[src/sv/biq_pkg.sv]
// Package for the second-order IIR filter core: widths, register indexes,
// reset values, datapath command types and the round-and-saturate function.
// Depends on nothing; every other file imports it.
`timescale 1ns / 1ps

package biq_pkg;

   // Fixed widths of the coefficient registers and of the filter values.
   localparam int COEF_W          = 16;
   localparam int VAL_W           = 28;
   localparam int PROD_W          = COEF_W + VAL_W;
   localparam int ACC_W           = PROD_W + 2;
   localparam int NUM_REGS        = 7;
   localparam int CSR_IDX_W       = 3;
   localparam int VAL_FRAC_BITS   = 8;

   // Defaults for the top-level parameters.
   localparam int SAMPLE_BITS_DEF    = 12;
   localparam int COEF_FRAC_BITS_DEF = 13;

   // Register indexes on the configuration port.
   localparam logic [CSR_IDX_W-1:0] REG_INPUT_GAIN = 3'd0;
   localparam logic [CSR_IDX_W-1:0] REG_FF_COEF_0  = 3'd1;
   localparam logic [CSR_IDX_W-1:0] REG_FF_COEF_1  = 3'd2;
   localparam logic [CSR_IDX_W-1:0] REG_FF_COEF_2  = 3'd3;
   localparam logic [CSR_IDX_W-1:0] REG_FB_COEF_0  = 3'd4;
   localparam logic [CSR_IDX_W-1:0] REG_FB_COEF_1  = 3'd5;
   localparam logic [CSR_IDX_W-1:0] REG_FB_COEF_2  = 3'd6;

   // Reset values of the registers, signed Q3.13.
   localparam logic signed [COEF_W-1:0] RST_INPUT_GAIN = 16'sd795;
   localparam logic signed [COEF_W-1:0] RST_FF_COEF_0  = 16'sd8192;
   localparam logic signed [COEF_W-1:0] RST_FF_COEF_1  = 16'sd16384;
   localparam logic signed [COEF_W-1:0] RST_FF_COEF_2  = 16'sd8192;
   localparam logic signed [COEF_W-1:0] RST_FB_COEF_0  = 16'sd8192;
   localparam logic signed [COEF_W-1:0] RST_FB_COEF_1  = 16'sd7946;
   localparam logic signed [COEF_W-1:0] RST_FB_COEF_2  = -16'sd2703;

   // Saturation limits of the filter values.
   localparam logic signed [VAL_W-1:0] VAL_MAX = {1'b0, {(VAL_W-1){1'b1}}};
   localparam logic signed [VAL_W-1:0] VAL_MIN = {1'b1, {(VAL_W-1){1'b0}}};

   // Operand pair fed to the shared multiplier.
   typedef enum logic [2:0] {
      MUL_GAIN,
      MUL_FF0,
      MUL_FF1,
      MUL_FF2,
      MUL_FB0,
      MUL_FB1,
      MUL_FB2
   } mul_sel_type;

   // Accumulator operation.
   typedef enum logic [1:0] {
      ACC_HOLD,
      ACC_LOAD,
      ACC_ADD
   } acc_op_type;

   // Commands from the controller to the datapath.
   typedef struct packed {
      logic        load_sample;
      mul_sel_type mul_sel;
      acc_op_type  acc_op;
      logic        load_x;
      logic        load_f;
      logic        load_y;
   } dp_cmd_type;

   // Adds half an LSB, shifts right arithmetically and clamps to the value range.
   function automatic logic signed [VAL_W-1:0] round_sat(
      input logic signed [ACC_W-1:0] v,
      input int unsigned             sh
   );
      logic signed [ACC_W-1:0] half;
      logic signed [ACC_W-1:0] t;
      logic signed [ACC_W-1:0] hi;
      logic signed [ACC_W-1:0] lo;
      half = (sh > 0) ? (ACC_W'(1) << (sh - 1)) : '0;
      t    = (v + half) >>> sh;
      hi   = {{(ACC_W-VAL_W){VAL_MAX[VAL_W-1]}}, VAL_MAX};
      lo   = {{(ACC_W-VAL_W){VAL_MIN[VAL_W-1]}}, VAL_MIN};
      if (t > hi) begin
         return VAL_MAX;
      end else if (t < lo) begin
         return VAL_MIN;
      end else begin
         return t[VAL_W-1:0];
      end
   endfunction

endpackage

[src/sv/biq_req_if.sv]
// Request channel of the filter core: valid, ready and one converter sample.
// Depends on biq_pkg for the default sample width.
`timescale 1ns / 1ps

interface biq_req_if
   import biq_pkg::*;
#(
   parameter int SAMPLE_BITS = SAMPLE_BITS_DEF
);
   logic                   valid;
   logic                   ready;
   logic [SAMPLE_BITS-1:0] sample;

   modport source (output valid, output sample, input ready);
   modport sink   (input valid, input sample, output ready);
endinterface

[src/sv/biq_rsp_if.sv]
// Result channel of the filter core: valid, ready and one filtered value.
// Depends on biq_pkg for the value width.
`timescale 1ns / 1ps

interface biq_rsp_if
   import biq_pkg::*;
();
   logic                    valid;
   logic                    ready;
   logic signed [VAL_W-1:0] filtered;

   modport source (output valid, output filtered, input ready);
   modport sink   (input valid, input filtered, output ready);
endinterface

[src/sv/biq_ctrl.sv]
// Controller of the filter core: sequences the shared multiplier and the
// accumulator and runs both handshakes. Depends on biq_pkg.
`timescale 1ns / 1ps

module biq_ctrl
   import biq_pkg::*;
(
   input  logic       clock,
   input  logic       reset,
   input  logic       req_valid,
   output logic       req_ready,
   output logic       rsp_valid,
   input  logic       rsp_ready,
   output dp_cmd_type cmd
);

   typedef enum logic [3:0] {
      S_IDLE,
      S_GAIN,
      S_SCALE,
      S_FF_LOAD,
      S_FF_ADD1,
      S_FF_ADD2,
      S_F_ROUND,
      S_FB_ADD1,
      S_FB_ADD2,
      S_OUT
   } state_type;

   state_type state_ff;
   logic      rsp_valid_ff;
   logic      rsp_valid_in;
   logic      out_free;
   logic      req_take;

   // The output register is free when empty or being taken this cycle.
   assign out_free  = !rsp_valid_ff || rsp_ready;
   assign req_ready = (state_ff == S_IDLE) || ((state_ff == S_OUT) && out_free);
   assign req_take  = req_valid && req_ready;
   assign rsp_valid = rsp_valid_ff;

   // The result flag drops when taken and rises when a new result is registered.
   always_comb begin
      rsp_valid_in = rsp_valid_ff && !rsp_ready;
      if ((state_ff == S_OUT) && out_free) begin
         rsp_valid_in = 1'b1;
      end
   end

   // Datapath commands for each step of the schedule.
   always_comb begin
      cmd             = '0;
      cmd.mul_sel     = MUL_GAIN;
      cmd.acc_op      = ACC_HOLD;
      cmd.load_sample = req_take;
      unique case (state_ff)
         S_IDLE: begin
         end
         S_GAIN: begin
            cmd.mul_sel = MUL_GAIN;
         end
         S_SCALE: begin
            cmd.load_x  = 1'b1;
            cmd.mul_sel = MUL_FF1;
         end
         S_FF_LOAD: begin
            cmd.acc_op  = ACC_LOAD;
            cmd.mul_sel = MUL_FF2;
         end
         S_FF_ADD1: begin
            cmd.acc_op  = ACC_ADD;
            cmd.mul_sel = MUL_FF0;
         end
         S_FF_ADD2: begin
            cmd.acc_op  = ACC_ADD;
            cmd.mul_sel = MUL_FB1;
         end
         S_F_ROUND: begin
            cmd.load_f  = 1'b1;
            cmd.acc_op  = ACC_LOAD;
            cmd.mul_sel = MUL_FB2;
         end
         S_FB_ADD1: begin
            cmd.acc_op  = ACC_ADD;
            cmd.mul_sel = MUL_FB0;
         end
         S_FB_ADD2: begin
            cmd.acc_op  = ACC_ADD;
         end
         S_OUT: begin
            cmd.load_y = out_free;
         end
         default: begin
         end
      endcase
   end

   // State register and the result valid flag.
   always_ff @(posedge clock) begin
      if (reset) begin
         state_ff     <= S_IDLE;
         rsp_valid_ff <= 1'b0;
      end else begin
         rsp_valid_ff <= rsp_valid_in;
         unique case (state_ff)
            S_IDLE: begin
               if (req_take) begin
                  state_ff <= S_GAIN;
               end
            end
            S_GAIN:    state_ff <= S_SCALE;
            S_SCALE:   state_ff <= S_FF_LOAD;
            S_FF_LOAD: state_ff <= S_FF_ADD1;
            S_FF_ADD1: state_ff <= S_FF_ADD2;
            S_FF_ADD2: state_ff <= S_F_ROUND;
            S_F_ROUND: state_ff <= S_FB_ADD1;
            S_FB_ADD1: state_ff <= S_FB_ADD2;
            S_FB_ADD2: state_ff <= S_OUT;
            S_OUT: begin
               if (out_free) begin
                  state_ff <= req_take ? S_GAIN : S_IDLE;
               end
            end
            default: state_ff <= S_IDLE;
         endcase
      end
   end

endmodule

[src/sv/biq_datapath.sv]
// Datapath of the filter core: coefficient registers, history words, one shared
// multiplier, the accumulator and the result register. Depends on biq_pkg.
`timescale 1ns / 1ps

module biq_datapath
   import biq_pkg::*;
#(
   parameter int SAMPLE_BITS    = SAMPLE_BITS_DEF,
   parameter int COEF_FRAC_BITS = COEF_FRAC_BITS_DEF
) (
   input  logic                    clock,
   input  logic                    reset,
   input  dp_cmd_type              cmd,
   input  logic [SAMPLE_BITS-1:0]  req_sample,
   input  logic                    csr_we,
   input  logic [CSR_IDX_W-1:0]    csr_index,
   input  logic [COEF_W-1:0]       csr_wdata,
   output logic signed [VAL_W-1:0] rsp_filtered
);

   localparam int unsigned X_SHIFT = COEF_FRAC_BITS - VAL_FRAC_BITS;
   localparam int unsigned Y_SHIFT = COEF_FRAC_BITS;

   logic signed [COEF_W-1:0] gain_ff;
   logic signed [COEF_W-1:0] ff0_ff;
   logic signed [COEF_W-1:0] ff1_ff;
   logic signed [COEF_W-1:0] ff2_ff;
   logic signed [COEF_W-1:0] fb0_ff;
   logic signed [COEF_W-1:0] fb1_ff;
   logic signed [COEF_W-1:0] fb2_ff;

   logic [SAMPLE_BITS-1:0]   sample_ff;
   logic signed [VAL_W-1:0]  x_ff;
   logic signed [VAL_W-1:0]  f_ff;
   logic signed [VAL_W-1:0]  xp0_ff;
   logic signed [VAL_W-1:0]  xp1_ff;
   logic signed [VAL_W-1:0]  yp0_ff;
   logic signed [VAL_W-1:0]  yp1_ff;
   logic signed [VAL_W-1:0]  out_ff;

   logic signed [COEF_W-1:0] mul_a;
   logic signed [VAL_W-1:0]  mul_b;
   logic signed [PROD_W-1:0] prod_in;
   logic signed [PROD_W-1:0] prod_ff;
   logic signed [ACC_W-1:0]  prod_ext;
   logic signed [ACC_W-1:0]  acc_in;
   logic signed [ACC_W-1:0]  acc_ff;
   logic signed [VAL_W-1:0]  x_in;
   logic signed [VAL_W-1:0]  acc_round;

   // Configuration writes; an index past the last register is ignored.
   always_ff @(posedge clock) begin
      if (reset) begin
         gain_ff <= RST_INPUT_GAIN;
         ff0_ff  <= RST_FF_COEF_0;
         ff1_ff  <= RST_FF_COEF_1;
         ff2_ff  <= RST_FF_COEF_2;
         fb0_ff  <= RST_FB_COEF_0;
         fb1_ff  <= RST_FB_COEF_1;
         fb2_ff  <= RST_FB_COEF_2;
      end else if (csr_we) begin
         unique case (csr_index)
            REG_INPUT_GAIN: gain_ff <= csr_wdata;
            REG_FF_COEF_0:  ff0_ff  <= csr_wdata;
            REG_FF_COEF_1:  ff1_ff  <= csr_wdata;
            REG_FF_COEF_2:  ff2_ff  <= csr_wdata;
            REG_FB_COEF_0:  fb0_ff  <= csr_wdata;
            REG_FB_COEF_1:  fb1_ff  <= csr_wdata;
            REG_FB_COEF_2:  fb2_ff  <= csr_wdata;
            default: begin
            end
         endcase
      end
   end

   // Operand selection for the shared multiplier.
   always_comb begin
      case (cmd.mul_sel)
         MUL_GAIN: begin
            mul_a = gain_ff;
            mul_b = {{(VAL_W-SAMPLE_BITS){1'b0}}, sample_ff};
         end
         MUL_FF0: begin
            mul_a = ff0_ff;
            mul_b = x_ff;
         end
         MUL_FF1: begin
            mul_a = ff1_ff;
            mul_b = xp0_ff;
         end
         MUL_FF2: begin
            mul_a = ff2_ff;
            mul_b = xp1_ff;
         end
         MUL_FB0: begin
            mul_a = fb0_ff;
            mul_b = f_ff;
         end
         MUL_FB1: begin
            mul_a = fb1_ff;
            mul_b = yp0_ff;
         end
         MUL_FB2: begin
            mul_a = fb2_ff;
            mul_b = yp1_ff;
         end
         default: begin
            mul_a = gain_ff;
            mul_b = x_ff;
         end
      endcase
   end

   assign prod_in = mul_a * mul_b;
   assign prod_ext = {{(ACC_W-PROD_W){prod_ff[PROD_W-1]}}, prod_ff};

   // Accumulator update.
   always_comb begin
      case (cmd.acc_op)
         ACC_LOAD: acc_in = prod_ext;
         ACC_ADD:  acc_in = acc_ff + prod_ext;
         default:  acc_in = acc_ff;
      endcase
   end

   // The scaled input comes straight from the gain product.
   assign x_in      = round_sat(prod_ext, X_SHIFT);
   assign acc_round = round_sat(acc_ff, Y_SHIFT);

   // Multiplier, accumulator and intermediate value registers.
   always_ff @(posedge clock) begin
      prod_ff <= prod_in;
      acc_ff  <= acc_in;
      if (cmd.load_sample) begin
         sample_ff <= req_sample;
      end
      if (cmd.load_x) begin
         x_ff <= x_in;
      end
      if (cmd.load_f) begin
         f_ff <= acc_round;
      end
      if (cmd.load_y) begin
         out_ff <= acc_round;
      end
   end

   // History words, cleared at reset and shifted when a result is produced.
   always_ff @(posedge clock) begin
      if (reset) begin
         xp0_ff <= '0;
         xp1_ff <= '0;
         yp0_ff <= '0;
         yp1_ff <= '0;
      end else if (cmd.load_y) begin
         xp0_ff <= x_ff;
         xp1_ff <= xp0_ff;
         yp0_ff <= acc_round;
         yp1_ff <= yp0_ff;
      end
   end

   assign rsp_filtered = out_ff;

endmodule

[src/sv/second_order_iir_filter_core.sv]
// Top level of the second-order IIR filter core (direct form 1 biquad).
// Depends on biq_pkg, biq_req_if, biq_rsp_if, biq_ctrl and biq_datapath.
//
//  Channel  Direction  Contents
//  req      in         sample, SAMPLE_BITS unsigned converter code
//  rsp      out        filtered, 28 bits signed, 8 fraction bits, saturated
//  csr      in         csr_we, csr_index (3 bits), csr_wdata (16 bits)
//
// Each request sends its seven products one after another through the single
// shared multiplier, so a new request waits until the previous one is finished.
// The next request is taken in the cycle its predecessor's result is registered.
// A stalled result holds in the output register; the block then waits before
// writing the next one. Reset restores the coefficients and clears the history.
`timescale 1ns / 1ps

module second_order_iir_filter_core
   import biq_pkg::*;
#(
   parameter int SAMPLE_BITS    = SAMPLE_BITS_DEF,
   parameter int COEF_FRAC_BITS = COEF_FRAC_BITS_DEF
) (
   input  logic                 clock,
   input  logic                 reset,
   biq_req_if.sink              req_if,
   biq_rsp_if.source            rsp_if,
   input  logic                 csr_we,
   input  logic [CSR_IDX_W-1:0] csr_index,
   input  logic [COEF_W-1:0]    csr_wdata
);

   dp_cmd_type cmd;

   // Sequencer for the multiply-accumulate schedule and the handshakes.
   biq_ctrl u_ctrl (
      .clock     (clock),
      .reset     (reset),
      .req_valid (req_if.valid),
      .req_ready (req_if.ready),
      .rsp_valid (rsp_if.valid),
      .rsp_ready (rsp_if.ready),
      .cmd       (cmd)
   );

   // Arithmetic, coefficients and history.
   biq_datapath #(
      .SAMPLE_BITS    (SAMPLE_BITS),
      .COEF_FRAC_BITS (COEF_FRAC_BITS)
   ) u_datapath (
      .clock        (clock),
      .reset        (reset),
      .cmd          (cmd),
      .req_sample   (req_if.sample),
      .csr_we       (csr_we),
      .csr_index    (csr_index),
      .csr_wdata    (csr_wdata),
      .rsp_filtered (rsp_if.filtered)
   );

endmodule
[src/flat_wrapper.sv]
// flat-port wrapper written by rule: the top's interface ports become plain ports
module second_order_iir_filter_core_flat import biq_pkg::*;
#(
   parameter int SAMPLE_BITS    = SAMPLE_BITS_DEF,
   parameter int COEF_FRAC_BITS = COEF_FRAC_BITS_DEF
)
  (clock, reset, csr_we, csr_index, csr_wdata, req_if_valid, req_if_sample, req_if_ready, rsp_if_valid, rsp_if_filtered, rsp_if_ready);
  biq_req_if #(.SAMPLE_BITS(SAMPLE_BITS)) req_if_i ();
  biq_rsp_if rsp_if_i ();
  input  logic clock;
  input  logic reset;
  input  logic csr_we;
  input  logic [CSR_IDX_W-1:0] csr_index;
  input  logic [COEF_W-1:0] csr_wdata;
  input wire logic [$bits(req_if_i.valid)-1:0] req_if_valid;
  input wire logic [$bits(req_if_i.sample)-1:0] req_if_sample;
  output wire logic [$bits(req_if_i.ready)-1:0] req_if_ready;
  output wire logic [$bits(rsp_if_i.valid)-1:0] rsp_if_valid;
  output wire logic [$bits(rsp_if_i.filtered)-1:0] rsp_if_filtered;
  input wire logic [$bits(rsp_if_i.ready)-1:0] rsp_if_ready;
  assign req_if_i.valid = req_if_valid;
  assign req_if_i.sample = req_if_sample;
  assign req_if_ready = req_if_i.ready;
  assign rsp_if_valid = rsp_if_i.valid;
  assign rsp_if_filtered = rsp_if_i.filtered;
  assign rsp_if_i.ready = rsp_if_ready;
  second_order_iir_filter_core #(.SAMPLE_BITS(SAMPLE_BITS), .COEF_FRAC_BITS(COEF_FRAC_BITS)) u_core (.clock(clock), .reset(reset), .req_if(req_if_i), .rsp_if(rsp_if_i), .csr_we(csr_we), .csr_index(csr_index), .csr_wdata(csr_wdata));
endmodule
[config.mk]
export PLATFORM = sky130hd
export DESIGN_NAME = second_order_iir_filter_core_flat
export DESIGN_NICKNAME = d
export VERILOG_FILES = /design/src/sv/biq_pkg.sv /design/src/sv/biq_req_if.sv /design/src/sv/biq_rsp_if.sv /design/src/sv/biq_ctrl.sv /design/src/sv/biq_datapath.sv /design/src/sv/second_order_iir_filter_core.sv /design/src/flat_wrapper.sv
export SDC_FILE = /design/constraint.sdc
export NUM_CORES = 2
export LEC_CHECK = 0
export ABC_CLOCK_PERIOD_IN_PS = 27800
export BUFFER_PORTS_ARGS = -buffer_cell sky130_fd_sc_hd__buf_4
export CAP_MARGIN = 40
export CORE_MARGIN = 8
export CORE_UTILIZATION = 45
export DETAILED_ROUTE_END_ITERATION = 7
export GPL_ROUTABILITY_DRIVEN = 0
export GPL_TIMING_DRIVEN = 0
export PLACE_DENSITY_LB_ADDON = 0.1
export SYNTH_ARGS = -nofsm -noshare
export SYNTH_HDL_FRONTEND = slang
export SYNTH_HIERARCHICAL = 1
export SYNTH_SLANG_ARGS = --single-unit
export TNS_END_PERCENT = 1
[constraint.sdc]
create_clock -name clock -period 27.8 [get_ports clock]
set_input_delay 2.78 -clock clock [delete_from_list [all_inputs] [get_ports clock]]
set_output_delay 2.78 -clock clock [all_outputs]
set_load 0.02 [all_outputs]
==> impl_metrics.yaml <==
status:
  status: "finished, final reports clean"
yosys:
  syn-mean-instance-area_um2: 8.948
  seq_area_frac_synth_pct: 26.73
  synth_edf_count: 142
  synth_cell_types: 90
  yosysTopAreaCell: "fa_1"
  synth_area_leaders: "fa_1 24%, dfxtp_1 15%, edfxtp_1 12%"
  ys_ff_latch: 415
  syn_inst: 4068
  syn_nets: 4689
  ys.flop_type: "dfxtp_1"
  synth-xor-area-share_pct: 3.729
  synth_top_family_by_area: "adder cells"
  synthMuxAreaShare_pct: 4.974
  yosysWarnings: 6
  synth_top_cell_area_share_pct: 23.70
  synth_fa_ha_area_share_pct: 29.00
  syn_area_um2: 36400
  synth-compound-area-share_pct: 11.55
  synth-simple-area-share_pct: 16.19
  synthArstFlopShare_pct: 0
timing:
  finalCriticalPeriod_ps: 11700
  max_freq_ghz: 0.08547
  rsz0062_at_grt: "false"
  setup_viol: 0
  setup_tns_ps: 0
  clock_skew_ps: 20.21
  slew_headroom_pct: 22.25
  slew_viol_final: 0
  fin_crit_sh_pct: 42.08
  tightest_slew_ps: 1166
  hold_viol: 0
critical_path:
  worstPathArrival_ps: 12170
  slowest_delay_ps: 650
  ff2ff_path_depth: 34
  crit_required_ps: 28270
  path_max_fanout: 10
  slowest_stage: "clkbuf_1"
  cp_common_cell: "fa_1"
  worstSetupPathType: "register to register"
  end_kind: "register"
  cp-start-kind: "register"
clock_network:
  clock_sinks: 415
  cts.repair.resized: 0
  cts-root-buf: "clkbuf_16"
  path_clk_slew_ps: 60
  ctsHoldBuffers: 0
  cts_buffer_depth: 3
  cts_tree: "built"
  cts_max_level: 2
  clk_latency_ps: 580
  post-cts-setup-buffer-count: 0
  cts_buffers: 43
grt:
  grt_pass1_vias: 29430
  antenna_found_initial: 4
  gr-total-overflow: 0
  grt_max_degree: 35
  grt_first_pass_wirelength_um: 182400
  grtUsageTotal_pct: 26.38
detailed_routing:
  routedWlPerCell_um: 22.53
  met3_length_um: 7580
  wl_met1_um: 51590
  vias: 29370
  routed_wl_um: 119700
  drtPass1Iterations: 5
  postRouteAntennaNets: 0
  drt_iter0_drc: 2381
  met2_wirelength_um: 55910
  top_layer: "met4"
  routed_via_density: 5.527
  route.detailed.drc: 0
final_layout:
  drive_gt1_share_pct: 7.242
  nets: 4839
  final_util_pct: 49.97
  antennaDiodeCount: 0
  design_area_um2: 40120
  syn_to_final_growth_pct: 10.20
floorplan:
  start_util_pct: 45.34
  die_height_um: 300.4
  top_level_ports: 66
  rows: 104
  die_area_um2: 90250
  design.core.area_um2: 80290
  die_width_um: 300.4
placement:
  dp_hpwl_um: 96640
  post_dp_cell_area_um2: 38690
  numPortBuffers: 65
run:
  cap_violations: 0
worst_hold_path:
  hold_depth: 2
  hp-class: "register to register"
[cell type report]
type	instances	area, um^2
Fill cell	7770	40170
Multi-Input combinational cell	2913	23870
Sequential cell	415	9729
Inverter	555	2083
Tap cell	1060	1326
Clock buffer	54	1179
Timing Repair Buffer	105	905.9
Buffer	185	769.5
Clock inverter	26	251.5
[through the flow]
step           hold WS (ps)  setup WS, ps  cells
2_1_floorplan         431.2         17630   4068
3_3_place_gp          437.4         12870   5193
3_5_place_dp          446.0         16430   5233
4_1_cts               454.8         16380   5313
5_1_grt               469.3         15690   5313
6_report              454.8         16100   5313
[layer usage]
metal  up-vias  GRT usage (%)
li1      13530              -
met5         -              0
met3       218          3.262
met4         0          8.675
met1     14640          36.05
met2       978          43.35
[cells by family after synthesis]
| group | count (synthesis) |
|---|---|
| adders and majority gates | 585 |
| DFF | 415 |
| buffers and inverters | 740 |
| muxes | 176 |
| and+or+nand+nor | 1334 |
| xor gates and xnor gates | 155 |
| AOI/OAI and AO/OA | 663 |
[synth_stat cells (20+ instances only)]
cell type	instances
xor2_1	64
nor2_1	458
nand2_1	555
nand3b_1	31
a21o_1	39
a211oi_1	22
inv_1	553
o22ai_1	34
edfxtp_1	142
ha_1	154
clkbuf_1	146
nor2b_1	39
a31oi_1	24
nor3_1	28
a21oi_1	214
nand3_1	61
o2bb2ai_1	25
xnor2_1	91
mux2_2	38
fa_1	431
and3_1	27
nand2b_1	46
mux2i_1	137
o21ai_2	20
o21ai_0	139
dfxtp_1	273
and2_1	22
[flip-flops by register name, summed over array words and instances (netlist names)]
signal,flops
u_core/u_datapath/gain_ff,16
u_core/u_datapath/sample_ff,12
u_core/u_datapath/yp1_ff,28
u_core/u_datapath/rsp_filtered,28
u_core/u_datapath/ff2_ff,16
u_core/u_datapath/acc_ff,46
u_core/u_datapath/xp1_ff,28
u_core/u_datapath/prod_ff,44
u_core/u_datapath/ff0_ff,16
u_core/u_ctrl/state_ff,4
u_core/u_datapath/xp0_ff,28
u_core/u_datapath/x_ff,28
u_core/u_datapath/fb2_ff,16
u_core/u_datapath/yp0_ff,28
u_core/u_datapath/ff1_ff,16
u_core/u_datapath/fb0_ff,16
u_core/u_datapath/fb1_ff,16
u_core/u_ctrl/rsp_valid,1
u_core/u_datapath/f_ff,28
[final timing paths]
check	startpoint	end	slack [ps]
worst max-delay path	u_core/u_ctrl/state_ff[1]$_SDFFE_PP0P_	u_core/u_datapath/prod_ff[32]$_DFF_P_	16100
worst min-delay path	u_core/u_datapath/ff0_ff[0]$_SDFFE_PP0P_	u_core/u_datapath/ff0_ff[0]$_SDFFE_PP0P_	450
worst max register to register	u_core/u_ctrl/state_ff[1]$_SDFFE_PP0P_	u_core/u_datapath/prod_ff[32]$_DFF_P_	16100
worst min register to register	u_core/u_datapath/ff0_ff[0]$_SDFFE_PP0P_	u_core/u_datapath/ff0_ff[0]$_SDFFE_PP0P_	450
[placed cells by master (no fill, tap or decap), drive strengths merged, types with 13 or more instances in the layout]
cell type,count
nand2,556
and3,27
clkbuf,200
mux2,39
xnor2,91
dfxtp,273
nand3b,31
buf,144
a31oi,25
a21oi,218
o2bb2ai,25
o21bai,15
nand3,66
a22oi,13
nor2,458
ha,154
nand4,17
and4,14
xor2,64
o21a,18
mux2i,137
a21o,39
o21ai,165
fa,431
nor3,31
a211oi,23
nand2b,46
inv,557
edfxtp,142
nor2b,39
o22ai,34
a221oi,14
clkinv,19
or2,14
and2,22
[critical path, delay by kind of cell, from the launching register on]
family,cells,cell delay [ps]
XOR/XNOR,1,250
adder cells (fa/ha/maj),7,3480
flip-flops,1,310
buffers and inverters,9,3380
AND/OR/NAND/NOR,7,1680
AO/OA/AOI/OAI,10,2450
Power is left out: the tool's default activity adds up to more than one toggle a clock period on the data nets, which glitch-free logic cannot reach.
